### config.mk
export PLATFORM = sky130hd
export DESIGN_NAME = bba_bitmap_ram
export DESIGN_NICKNAME = d
export VERILOG_FILES = /design/src/hw/rtl/bba_bitmap_ram.sv
export SDC_FILE = /design/constraint.sdc
export NUM_CORES = 2
export LEC_CHECK = 0
export ABC_AREA = 1
export BUFFER_PORTS_ARGS = -buffer_cell sky130_fd_sc_hd__buf_2
export CAP_MARGIN = 40
export CORE_ASPECT_RATIO = 0.5
export CORE_MARGIN = 5
export CORE_UTILIZATION = 35
export DETAILED_ROUTE_END_ITERATION = 12
export RECOVER_POWER = 100
export SETUP_SLACK_MARGIN = 0.3
export SLEW_MARGIN = 15
export SYNTH_ARGS = -nofsm -noshare
export SYNTH_HDL_FRONTEND = slang
export SYNTH_SLANG_ARGS = --single-unit
### constraint.sdc
create_clock -name clk -period 4 [get_ports clk]
set_input_delay 0.4 -clock clk [delete_from_list [all_inputs] [get_ports clk]]
set_output_delay 0.4 -clock clk [all_outputs]
set_load 0.01 [all_outputs]
### src/hw/rtl/bba_bitmap_ram.sv
`timescale 1ns / 1ps
// ----------------------------------------------------------------------------
// bba_bitmap_ram
// Bitmap word store: one write port, one read port, registered read data.
// ----------------------------------------------------------------------------
module bba_bitmap_ram #(
    parameter int DEPTH = 128,
    parameter int WIDTH = 32,
    parameter int ADDR_W = (DEPTH > 1) ? $clog2(DEPTH) : 1
) (
    input  logic              clk,
    input  logic              wr_en,
    input  logic [ADDR_W-1:0] wr_addr,
    input  logic [WIDTH-1:0]  wr_data,
    input  logic              rd_en,
    input  logic [ADDR_W-1:0] rd_addr,
    output logic [WIDTH-1:0]  rd_data
);

    logic [WIDTH-1:0] mem [DEPTH];
    logic [WIDTH-1:0] rd_data_reg;

    // write port and synchronous read port
    always_ff @(posedge clk)
    begin
        if (wr_en)
        begin
            mem[wr_addr] <= wr_data;
        end
        if (rd_en)
        begin
            rd_data_reg <= mem[rd_addr];
        end
    end

    assign rd_data = rd_data_reg;

endmodule

==> flow_metrics.tcl <==
set metrics [dict create \
    vias 110000 \
    dpl.cell_count 19400 \
    largest_reg_flops 4096 \
    final_common_cell "nand2_1" \
    period_share_pct 85.4 \
    period_needed_ps 3420 \
    worstHoldStart "rd_addr[5]" \
    grt_antenna_before_repair 37 \
    crit_family "buffers and inverters" \
    routed_wirelength_mm 513 \
    ys_ff_latch 4128 \
    min_path_type "input pin to flip-flop" \
    initial_core_util_pct 35.1 \
    yosysTopAreaCellShare_pct 75.1 \
    wl_per_cell_um 25.4 \
    gr-usage-all-layers_pct 20.3 \
    grt_start_max_net_pins 146 \
    cts_max_level 5 \
    post-cts-setup-buffers 0 \
    rr_worst_depth 8 \
    dpl.hpwl_mm 287 \
    die_area_mm2 0.486 \
    multi_input_area_mm2 0.0370 \
    ioPinCount 81 \
    tns_ps 0 \
    insertion_delay_ps 980 \
    cts_tree "done" \
    pre_cts_slack_ps 276 \
    drtIter0Drc 15100 \
    grt_pass1_wl_mm 735 \
    crit_arrival_ps 3930 \
    syn-num-nets 13400 \
    hold_slack_ps 64.0 \
    whs_path_depth 4 \
    fin_skew_ps 137 \
    clock.fmax_mhz 293 \
    outcome "complete, but fails checks" \
    grt_pass1_vias 102000 \
    num_rows 178 \
    yosysSeqAreaShare_pct 75.1 \
    slowest_stage "clkbuf_1" \
    yosysTopAreaCell "edfxtp_1" \
    startpoint_type "input pin" \
    r2r_slack_ps 1330 \
    grt_overflow 0 \
    power_density_mw_per_mm2 484 \
    drc 0 \
    syn_avg_cell_area_um2 12.3 \
    core_area_mm2 0.470 \
    rsz0062_at_grt "no" \
    clk_pin_slew_ps 60 \
    area_delta_synth_final_pct 13.7 \
    power.leakage_uw 0.0641 \
    setup_viol 0 \
    final_cell_mix "nand2_1 (4150), edfxtp_1 (4128), nand3_1 (4035), clkbuf_16 (398), buf_4 (273)" \
    cp_num_buf_inv 4 \
    cts-resized-gates 0 \
    clock-sinks 4128 \
    die_w_um 981 \
    synth_cells 13400 \
    drv_cap 72 \
    dieHeight_um 495 \
    setup_ws_ps 585 \
    critPathCaptureType "flip-flop" \
    slew_violations 2993 \
    crit_path_frequent_cell "clkbuf_1" \
    antenna_left 0 \
    fillers 43600 \
    cp_cell_sequence "clkbuf_1, inv_1, nor2_1, nand2_1, clkbuf_1, nor2_4, clkbuf_1" \
    crit_fanout 32 \
    irDropWorstVdd_uv 386 \
    hold_viol 0 \
    final_cells 20200 \
    synth_cell_types 14 \
    yosys_warnings 0 \
    cp.required_ps 4520 \
    crit_type "input pin to flip-flop" \
    root_buffer "clkbuf_16" \
    violations "capacitance limit, slew limit" \
    critical_path.max_stage_delay_ps 1850 \
    worstMarginPinSlew_ps 3860 \
    regArea_mm2 0.124 \
    syn_area_mm2 0.165 \
    numCtsBuffers 392 \
    hold_end "rd_data[9]" \
    reg2reg_from "mem[71][24]" \
    timing.slew.headroom_pct -157 \
    dr.pass1.iters 6 \
    layout.nets 13600 \
    place.gp.congestion 0.856 \
    timing.rr.end "rd_data[24]" \
    drive_gt1_share_pct 8.33 \
    routed_via_density 5.46 \
    ys_top_cells_by_area "edfxtp_1 (75%), nand3_1 (12%), nand2_1 (9.4%)" \
    clk_path_buf_depth 4 \
    portBuffers 80 \
]
[kinds of logic after synthesis]
group | Yosys count | synth area share, %
simple gates | 8328 | 22.0
buf+inv | 933 | 2.84
flops | 4128 | 75.1
[worst max path at each step]
stage                           start          end  slack, ps  cells past startpoint
after floorplan                 wr_en  mem[105][0]       1200                      4
after global placement     rd_addr[0]  rd_data[29]        320                     13
after detailed placement   rd_addr[0]  rd_data[29]        280                     13
after CTS                  rd_addr[0]  rd_data[29]       1280                     13
after global routing      wr_data[16]  mem[78][16]        610                      4
final                      wr_addr[6]  mem[65][17]        580                      7
[timing repair]
action                                  4_1_cts  5_1_grt
endpoints found under the setup margin        0        0
hold endpoints to repair                    191       11
hold buffers                                 18        1
[routing by layer]
metal	track usage, %	share of wire [%]	vias to the layer above
met5	0	0.015	-
met4	6.71	3.6	12
met3	3.59	10	887
met2	31.7	45	5873
met1	29.0	41	55100
li1	-	-	48400
[per-stage QoR]
stage | power [uW] | utilization [%] | area [um^2]
final | 90900 | 39.9 | 188000
after global routing | 93500 | 39.9 | 188000
after CTS | 91200 | 40.1 | 189000
after detailed placement | 54700 | 37.4 | 176000
after global placement | 54600 | 37.4 | 176000
after floorplan | 51700 | - | 165000
[cell type report]
| cell class | instances | share of cell area [%] |
|---|---|---|
| timing repair buffer | 679 | 3.23 |
| inverter | 24 | 0.0760 |
| antenna | 16 | 0.0213 |
| clock buffer | 470 | 5.45 |
| tap | 6300 | 4.20 |
| multi-input combinational | 8328 | 19.7 |
| sequential | 4128 | 66.1 |
| clock inverter | 241 | 1.21 |
[Yosys cell counts (all sizes together)]
cell / n
nand2: 4151
buf: 800
inv: 24
clkbuf: 109
nor2: 134
edfxtp: 4128
nand3: 4035
nor3: 8
[tightest hold or removal path, delay by kind of cell]
| family | cells | cell delay (ps) |
|---|---|---|
| buf+inv | 1 | 240 |
| simple gates | 3 | 280 |
[where the power goes]
part / switching [uW] / internal [uW] / leakage (uW)
logic: 4510 / 1450 / 0.0209
clock network: 16300 / 20700 / 0.00612
registers: 81.4 / 47800 / 0.0371
total: 20900 / 70000 / 0.0641
(Power assumes the default switching activity.)
