$ cat config.mk
export PLATFORM = sky130hd
export DESIGN_NAME = bba_ctrl
export DESIGN_NICKNAME = d
export VERILOG_FILES = /design/src/hw/rtl/bba_pkg.sv /design/src/hw/rtl/bba_ctrl.sv
export SDC_FILE = /design/constraint.sdc
export NUM_CORES = 1
export LEC_CHECK = 0
export BUFFER_PORTS_ARGS = -buffer_cell sky130_fd_sc_hd__buf_2
export CAP_MARGIN = 40
export CORE_AREA = 2 2 94 132
export CTS_CLUSTER_SIZE = 30
export DETAILED_ROUTE_END_ITERATION = 16
export DIE_AREA = 0 0 96 134
export GPL_TIMING_DRIVEN = 0
export PLACE_DENSITY = 0.82
export SETUP_SLACK_MARGIN = 0.15
export SKIP_LAST_GASP = 1
export SLEW_MARGIN = 20
export SYNTH_ARGS = -nofsm -noshare
export SYNTH_HDL_FRONTEND = slang
export SYNTH_SLANG_ARGS = --single-unit
$ cat constraint.sdc
create_clock -name clk -period 5.18 [get_ports clk]
set_input_delay 0.777 -clock clk [delete_from_list [all_inputs] [get_ports clk]]
set_output_delay 0.777 -clock clk [all_outputs]
set_load 0.005 [all_outputs]
$ cat src/hw/rtl/bba_pkg.sv
`timescale 1ns / 1ps
// ----------------------------------------------------------------------------
// bba_pkg
// Shared types and constants of the first-fit bitmap block allocator.
// ----------------------------------------------------------------------------
package bba_pkg;

    // field widths fixed by the command and result formats
    localparam int NUM_W    = 13;
    localparam int STATUS_W = 2;

    // default sizing of the bitmap
    localparam int MAX_BLOCKS_DEF = 4096;
    localparam int WORD_BITS_DEF  = 32;

    // block count after reset
    localparam logic [NUM_W-1:0] BLOCK_COUNT_RESET = 13'd4096;

    typedef enum logic
    {
        CMD_ALLOC = 1'b0,
        CMD_FREE  = 1'b1
    } bba_cmd_t;

    typedef enum logic [STATUS_W-1:0]
    {
        ST_ALLOC = 2'd0,
        ST_FULL  = 2'd1,
        ST_FREED = 2'd2
    } bba_status_t;

    typedef struct packed
    {
        bba_cmd_t               cmd;
        logic [NUM_W-1:0]       block_number;
    } bba_req_t;

    typedef struct packed
    {
        bba_status_t            status;
        logic [NUM_W-1:0]       allocated_block;
    } bba_rsp_t;

    typedef enum logic [1:0]
    {
        S_CLEAR,
        S_IDLE,
        S_SCAN
    } bba_state_t;

endpackage

$ cat src/hw/rtl/bba_ctrl.sv
`timescale 1ns / 1ps
// ----------------------------------------------------------------------------
// bba_ctrl
// Sequencer of the allocator: clearing pass, word-by-word scan with
// read-modify-write of the bitmap, and the registered result beat.
// ----------------------------------------------------------------------------
module bba_ctrl #(
    parameter int MAX_BLOCKS = 4096,
    parameter int WORD_BITS  = 32,
    parameter int WORD_COUNT = (MAX_BLOCKS + WORD_BITS - 1) / WORD_BITS,
    parameter int ADDR_W     = (WORD_COUNT > 1) ? $clog2(WORD_COUNT) : 1,
    parameter int LIVE_W     = 13
) (
    input  logic                  clk,
    input  logic                  rst_n,
    input  logic                  start,
    input  bba_pkg::bba_req_t     req,
    input  logic [LIVE_W-1:0]     live,
    output logic                  busy,
    output logic                  done,
    output bba_pkg::bba_rsp_t     rsp,
    output logic                  wr_en,
    output logic [ADDR_W-1:0]     wr_addr,
    output logic [WORD_BITS-1:0]  wr_data,
    output logic                  rd_en,
    output logic [ADDR_W-1:0]     rd_addr,
    input  logic [WORD_BITS-1:0]  rd_data
);

    import bba_pkg::*;

    localparam int BIT_W = $clog2(WORD_BITS);
    localparam int IDX_W = LIVE_W + 1;

    bba_state_t          state_reg, state_next;
    logic [ADDR_W-1:0]   word_reg, word_next;
    logic [IDX_W-1:0]    base_reg, base_next;
    logic [IDX_W-1:0]    idx_reg, idx_next;
    bba_cmd_t            op_reg, op_next;
    bba_rsp_t            rsp_reg, rsp_next;
    logic                done_reg, done_next;

    logic [IDX_W-1:0]     rem;
    logic                 last_word;
    logic [WORD_BITS-1:0] mask;
    logic [WORD_BITS-1:0] free_bits;
    logic                 found;
    logic [BIT_W-1:0]     pos;
    logic [IDX_W-1:0]     off;
    logic                 in_word;
    logic                 free_ok;
    logic                 go_scan;
    logic                 scan_end;
    logic                 clear_last;

    // blocks of the current word that lie below the live count
    assign rem       = IDX_W'(live) - base_reg;
    assign last_word = (rem <= IDX_W'(WORD_BITS));

    always_comb
    begin
        for (int b = 0; b < WORD_BITS; b++)
        begin
            mask[b] = (IDX_W'(b) < rem);
        end
    end

    // lowest free block of the word
    assign free_bits = ~rd_data & mask;
    assign found     = |free_bits;

    always_comb
    begin
        pos = '0;
        for (int b = WORD_BITS - 1; b >= 0; b--)
        begin
            if (free_bits[b])
            begin
                pos = BIT_W'(b);
            end
        end
    end

    // position of the block to release relative to the current word
    assign off     = idx_reg - base_reg;
    assign in_word = (off < IDX_W'(WORD_BITS));

    // request decode
    assign free_ok    = (req.block_number != '0) &&
                        (IDX_W'(req.block_number) <= IDX_W'(live));
    assign go_scan    = (req.cmd == CMD_ALLOC) ? (live != '0) : free_ok;
    assign scan_end   = (op_reg == CMD_ALLOC) ? (found || last_word) : in_word;
    assign clear_last = (word_reg == ADDR_W'(WORD_COUNT - 1));

    // next state
    always_comb
    begin
        state_next = state_reg;
        unique case (state_reg)
            S_CLEAR:
            begin
                if (clear_last)
                begin
                    state_next = S_IDLE;
                end
            end
            S_IDLE:
            begin
                if (start && go_scan)
                begin
                    state_next = S_SCAN;
                end
            end
            S_SCAN:
            begin
                if (scan_end)
                begin
                    state_next = S_IDLE;
                end
            end
            default:
            begin
                state_next = S_IDLE;
            end
        endcase
    end

    // memory control, datapath and result
    always_comb
    begin
        rd_en     = 1'b0;
        rd_addr   = word_reg + ADDR_W'(1);
        wr_en     = 1'b0;
        wr_addr   = word_reg;
        wr_data   = '0;
        done_next = 1'b0;
        rsp_next  = rsp_reg;
        word_next = word_reg;
        base_next = base_reg;
        idx_next  = idx_reg;
        op_next   = op_reg;
        unique case (state_reg)
            S_CLEAR:
            begin
                wr_en     = 1'b1;
                word_next = clear_last ? '0 : word_reg + ADDR_W'(1);
            end
            S_IDLE:
            begin
                if (start)
                begin
                    op_next   = req.cmd;
                    idx_next  = IDX_W'(req.block_number) - IDX_W'(1);
                    word_next = '0;
                    base_next = '0;
                    if (go_scan)
                    begin
                        rd_en   = 1'b1;
                        rd_addr = '0;
                    end
                    else
                    begin
                        done_next                = 1'b1;
                        rsp_next.status          = (req.cmd == CMD_ALLOC) ? ST_FULL
                                                                         : ST_FREED;
                        rsp_next.allocated_block = '0;
                    end
                end
            end
            S_SCAN:
            begin
                if (scan_end)
                begin
                    done_next                = 1'b1;
                    rsp_next.allocated_block = '0;
                    if (op_reg == CMD_ALLOC)
                    begin
                        if (found)
                        begin
                            wr_en                    = 1'b1;
                            wr_data                  = rd_data |
                                                       (WORD_BITS'(1) << pos);
                            rsp_next.status          = ST_ALLOC;
                            rsp_next.allocated_block =
                                NUM_W'(base_reg + IDX_W'(pos) + IDX_W'(1));
                        end
                        else
                        begin
                            rsp_next.status = ST_FULL;
                        end
                    end
                    else
                    begin
                        wr_en           = 1'b1;
                        wr_data         = rd_data &
                                          ~(WORD_BITS'(1) << off[BIT_W-1:0]);
                        rsp_next.status = ST_FREED;
                    end
                end
                else
                begin
                    // fetch the next word while this one is judged
                    rd_en     = 1'b1;
                    word_next = word_reg + ADDR_W'(1);
                    base_next = base_reg + IDX_W'(WORD_BITS);
                end
            end
            default:
            begin
            end
        endcase
    end

    // control registers
    always_ff @(posedge clk or negedge rst_n)
    begin
        if (!rst_n)
        begin
            state_reg <= S_CLEAR;
            word_reg  <= '0;
            done_reg  <= 1'b0;
        end
        else
        begin
            state_reg <= state_next;
            word_reg  <= word_next;
            done_reg  <= done_next;
        end
    end

    // payload registers
    always_ff @(posedge clk)
    begin
        base_reg <= base_next;
        idx_reg  <= idx_next;
        op_reg   <= op_next;
        rsp_reg  <= rsp_next;
    end

    assign busy = (state_reg != S_IDLE);
    assign done = done_reg;
    assign rsp  = rsp_reg;

endmodule

==> qor.txt <==
Status: finished, violations left
Violated checks: negative setup slack
Drt via density: 6.685
FF-to-FF End: rsp[10]$_SDFFCE_PP0P_
Port Buf Inserts: 123
Post-Synth Adder-Cell Area: 9.083%
Largest family of logic cells by synthesized area: compound AO/OA/AOI/OAI gates
First-pass detailed-route iteration total: 8
Crit Path Max Fanout: 6
Clock slew at reported path FFs: 60 ps
WL per Instance: 21.70 um
Static leakage: 3.299 nW
Via count: 7059
Fin util: 68.47%
Routed Wire Length: 22.91 mm
Critical path data arrival time: 4870 ps
Nets@finish: 1012
FF-to-FF setup slack: 320 ps
Finished Layout Cells: 1056
Multiplexer area fraction after synthesis: 1.838%
Clock Tree Root: clkbuf_16
XOR/XNOR share of the synthesized area: 3.028%
Initial antenna violation count: 0
Mapped Area: 0.005786 mm^2
Max Cap Viol: 0
Worst hold path type: input pin to async pin
Diodes inserted: 0
Worst-Skew Late Latency: 290 ps
Reg2reg path depth: 23
Layout cell share with drive strength beyond 1: 37.73%
GR Util All Layers: 34.42%
DRC Markers: 0
Cts hold-fix bufs: 0
CORE AREA: 0.01170 mm^2
Die Y: 134 um
Distinct cell type count after synthesis: 79
H-tree depth: 2
Register bit count reported by yosys: 49
Clock Skews: 3.766 ps
Slew headroom: 46.18%
Largest net degree at the start of global routing: 17
Crit Path Category: input pin to primary output
Clock sinks: 49
YS warnings: 0
Peak supply drop: 0.0002203 V
Setup ws final: -470.5 ps
Minimum clock period: 5651 ps
RSZ-0062 raised after global routing: yes
Ys async rst share: 20.41%
Synth top area cells: edfxtp_1 20%, ha_1 9.1%, a21oi_1 4.8%
Area Overhead vs Synth: 38.49%
CTS max path bufs: 2
GR Overflow Total: 0
Number of core rows: 47
Initial Util: 49.44%
Syn Nets: 827
Slew at the pin closest to its max-slew limit: 801.2 ps
Boundary Pins: 127
Post-DP Area: 0.006795 mm^2
Die extent in x: 96 um
DRT iter0 DRCs: 725
WP data required: 4400 ps
Area share of the leading cell type in the synthesized netlist: 20.24%
FMAX: 0.1770 GHz
Routed Antenna Nets: 0
Gpl congestion: 1.025
Inst Count DP: 995
CTS Buf Count: 5
Max reg flops: 15
Worst setup EP type: primary output
Setup TNS: -9760 ps
Post-synth EDFFs: 39
TritonCTS clock tree: yes
Vias in the first global route: 6557
Hold slack: 333.4 ps
R2R Path Start: base_reg[10]$_SDFFCE_PN0P_
Synth Area in Simple Gates: 27.05%
First-pass GRT wire length: 34.00 mm
Setup violators final: 33
Pins Over Slew Limit: 0
Startpoint types: input pin
Tcrit/Tclk final: 109.1%
Cell taking the most area after synthesis: edfxtp_1
Synth Area in Compound Gates: 28.22%
Final Instance Area: 0.008013 mm^2
Top_reg_cell synth: edfxtp_1
Synth Instances: 723
Final Hold Viols: 0
Die area: 0.01286 mm^2
Post-DP HPWL: 16.65 mm
Register area share after synthesis: 24.57%
Power Density: 323.5 mW/mm^2
Syn avg cell area: 8.002 um^2
logic make-up after synthesis:
group | after synthesis
flip-flops | 49
XOR/XNOR | 20
adder cells (fa/ha/maj) | 42
buffers and inverters | 74
multiplexers | 10
AO/OA/AOI/OAI | 232
AND/OR/NAND/NOR | 296
cell usage in the layout (no fill, tap or decap), drive strengths merged, types with 10 or more instances in the layout:
master  count
nand2b     12
buf       195
a211oi     13
and2       16
inv        40
o31ai      10
nor3       32
o21ai      38
xor2       10
xnor2      10
or3        15
nand2      62
nor2b      12
nor2       54
ha         42
dfrtp      10
clkbuf     20
edfxtp     39
o211ai     17
nand4      20
nand3      32
a21oi      57
worst max path at each step:
stage	start	end	slack (ps)
CTS	live[10]	wr_data[11]	-300
finish	live[10]	wr_data[11]	-470
global placement	live[5]	base_reg[5]$_SDFFCE_PN0P_	-1030
floorplan	live[11]	wr_data[7]	130
detailed placement	live[9]	wr_data[17]	-990
global route	live[10]	wr_data[15]	-500
synth_stat cells, drive strengths merged, types with 7 or more instances:
cell,number
clkbuf,13
o22ai,7
o31ai,10
nand2b,12
and2,16
o211ai,17
nand2,62
xor2,10
a31oi,9
mux2i,8
edfxtp,39
nor2,54
nand4,20
a41o,7
inv,40
a21o,9
nand3,32
o21ai,38
buf,19
dfrtp,10
nor3,32
a21oi,57
or3,15
a41oi,8
xnor2,10
a211oi,13
a221oi,7
nor2b,12
or2,7
ha,42
nor4,8
layout make-up:
type	count	area [um^2]
fillers	948	3690
clock inverters	3	65.06
clock buffers	5	125.1
inverters	42	157.7
well taps	147	183.9
repair buffers	178	1091
plain buffers	32	257.7
flip-flops and latches	49	1421
multi-input cells	600	4711
critical path, stage by stage:
cell and delay [ps]:
buf_8 100, ha_4 210, buf_8 130, buf_4 140, and2_1 150, a32oi_1 210, and4b_2 330, nor3_4 60
buf_6 150, buf_8 110, and3_4 160, buf_8 120, mux2i_2 160, a21boi_4 280, o21ai_2 100, a211o_1 260
a221o_1 370, inv_2 140, ha_4 150, nor2b_4 190, a221oi_2 80, a211oi_2 310, buf_2 170
what timing repair did:
item	CTS	global route
endpoints found under the setup margin	47	40
buffers inserted	43	9
pin swaps	50	29
gates resized for setup	95	45
through the flow:
step                worst slack (ps)  power [mW]
floorplan                      128.2       1.440
global placement               -1027       1.795
detailed placement            -991.4       1.824
CTS                           -298.1       2.443
global route                  -500.2       2.717
finish                        -470.5       2.592
routing by layer:
| layer | GRT usage, % | wire length (um) | share of wire (%) |
|---|---|---|---|
| met5 | 0 | 0 | 0 |
| met4 | 23.33 | 1585 | 6.9 |
| met3 | 4.607 | 2091 | 9.1 |
| met2 | 56.75 | 11290 | 49 |
| met1 | 40.62 | 7950 | 35 |
where the power goes:
part | switching [mW] | leakage [nW] | total, mW | internal, mW
Sequential | 0.0776 | 0.500 | 0.620 | 0.543
Combinational | 0.896 | 2.71 | 1.55 | 0.657
Clock | 0.143 | 0.0938 | 0.419 | 0.276
No activity file was read; power rests on OpenSTA's default activity.
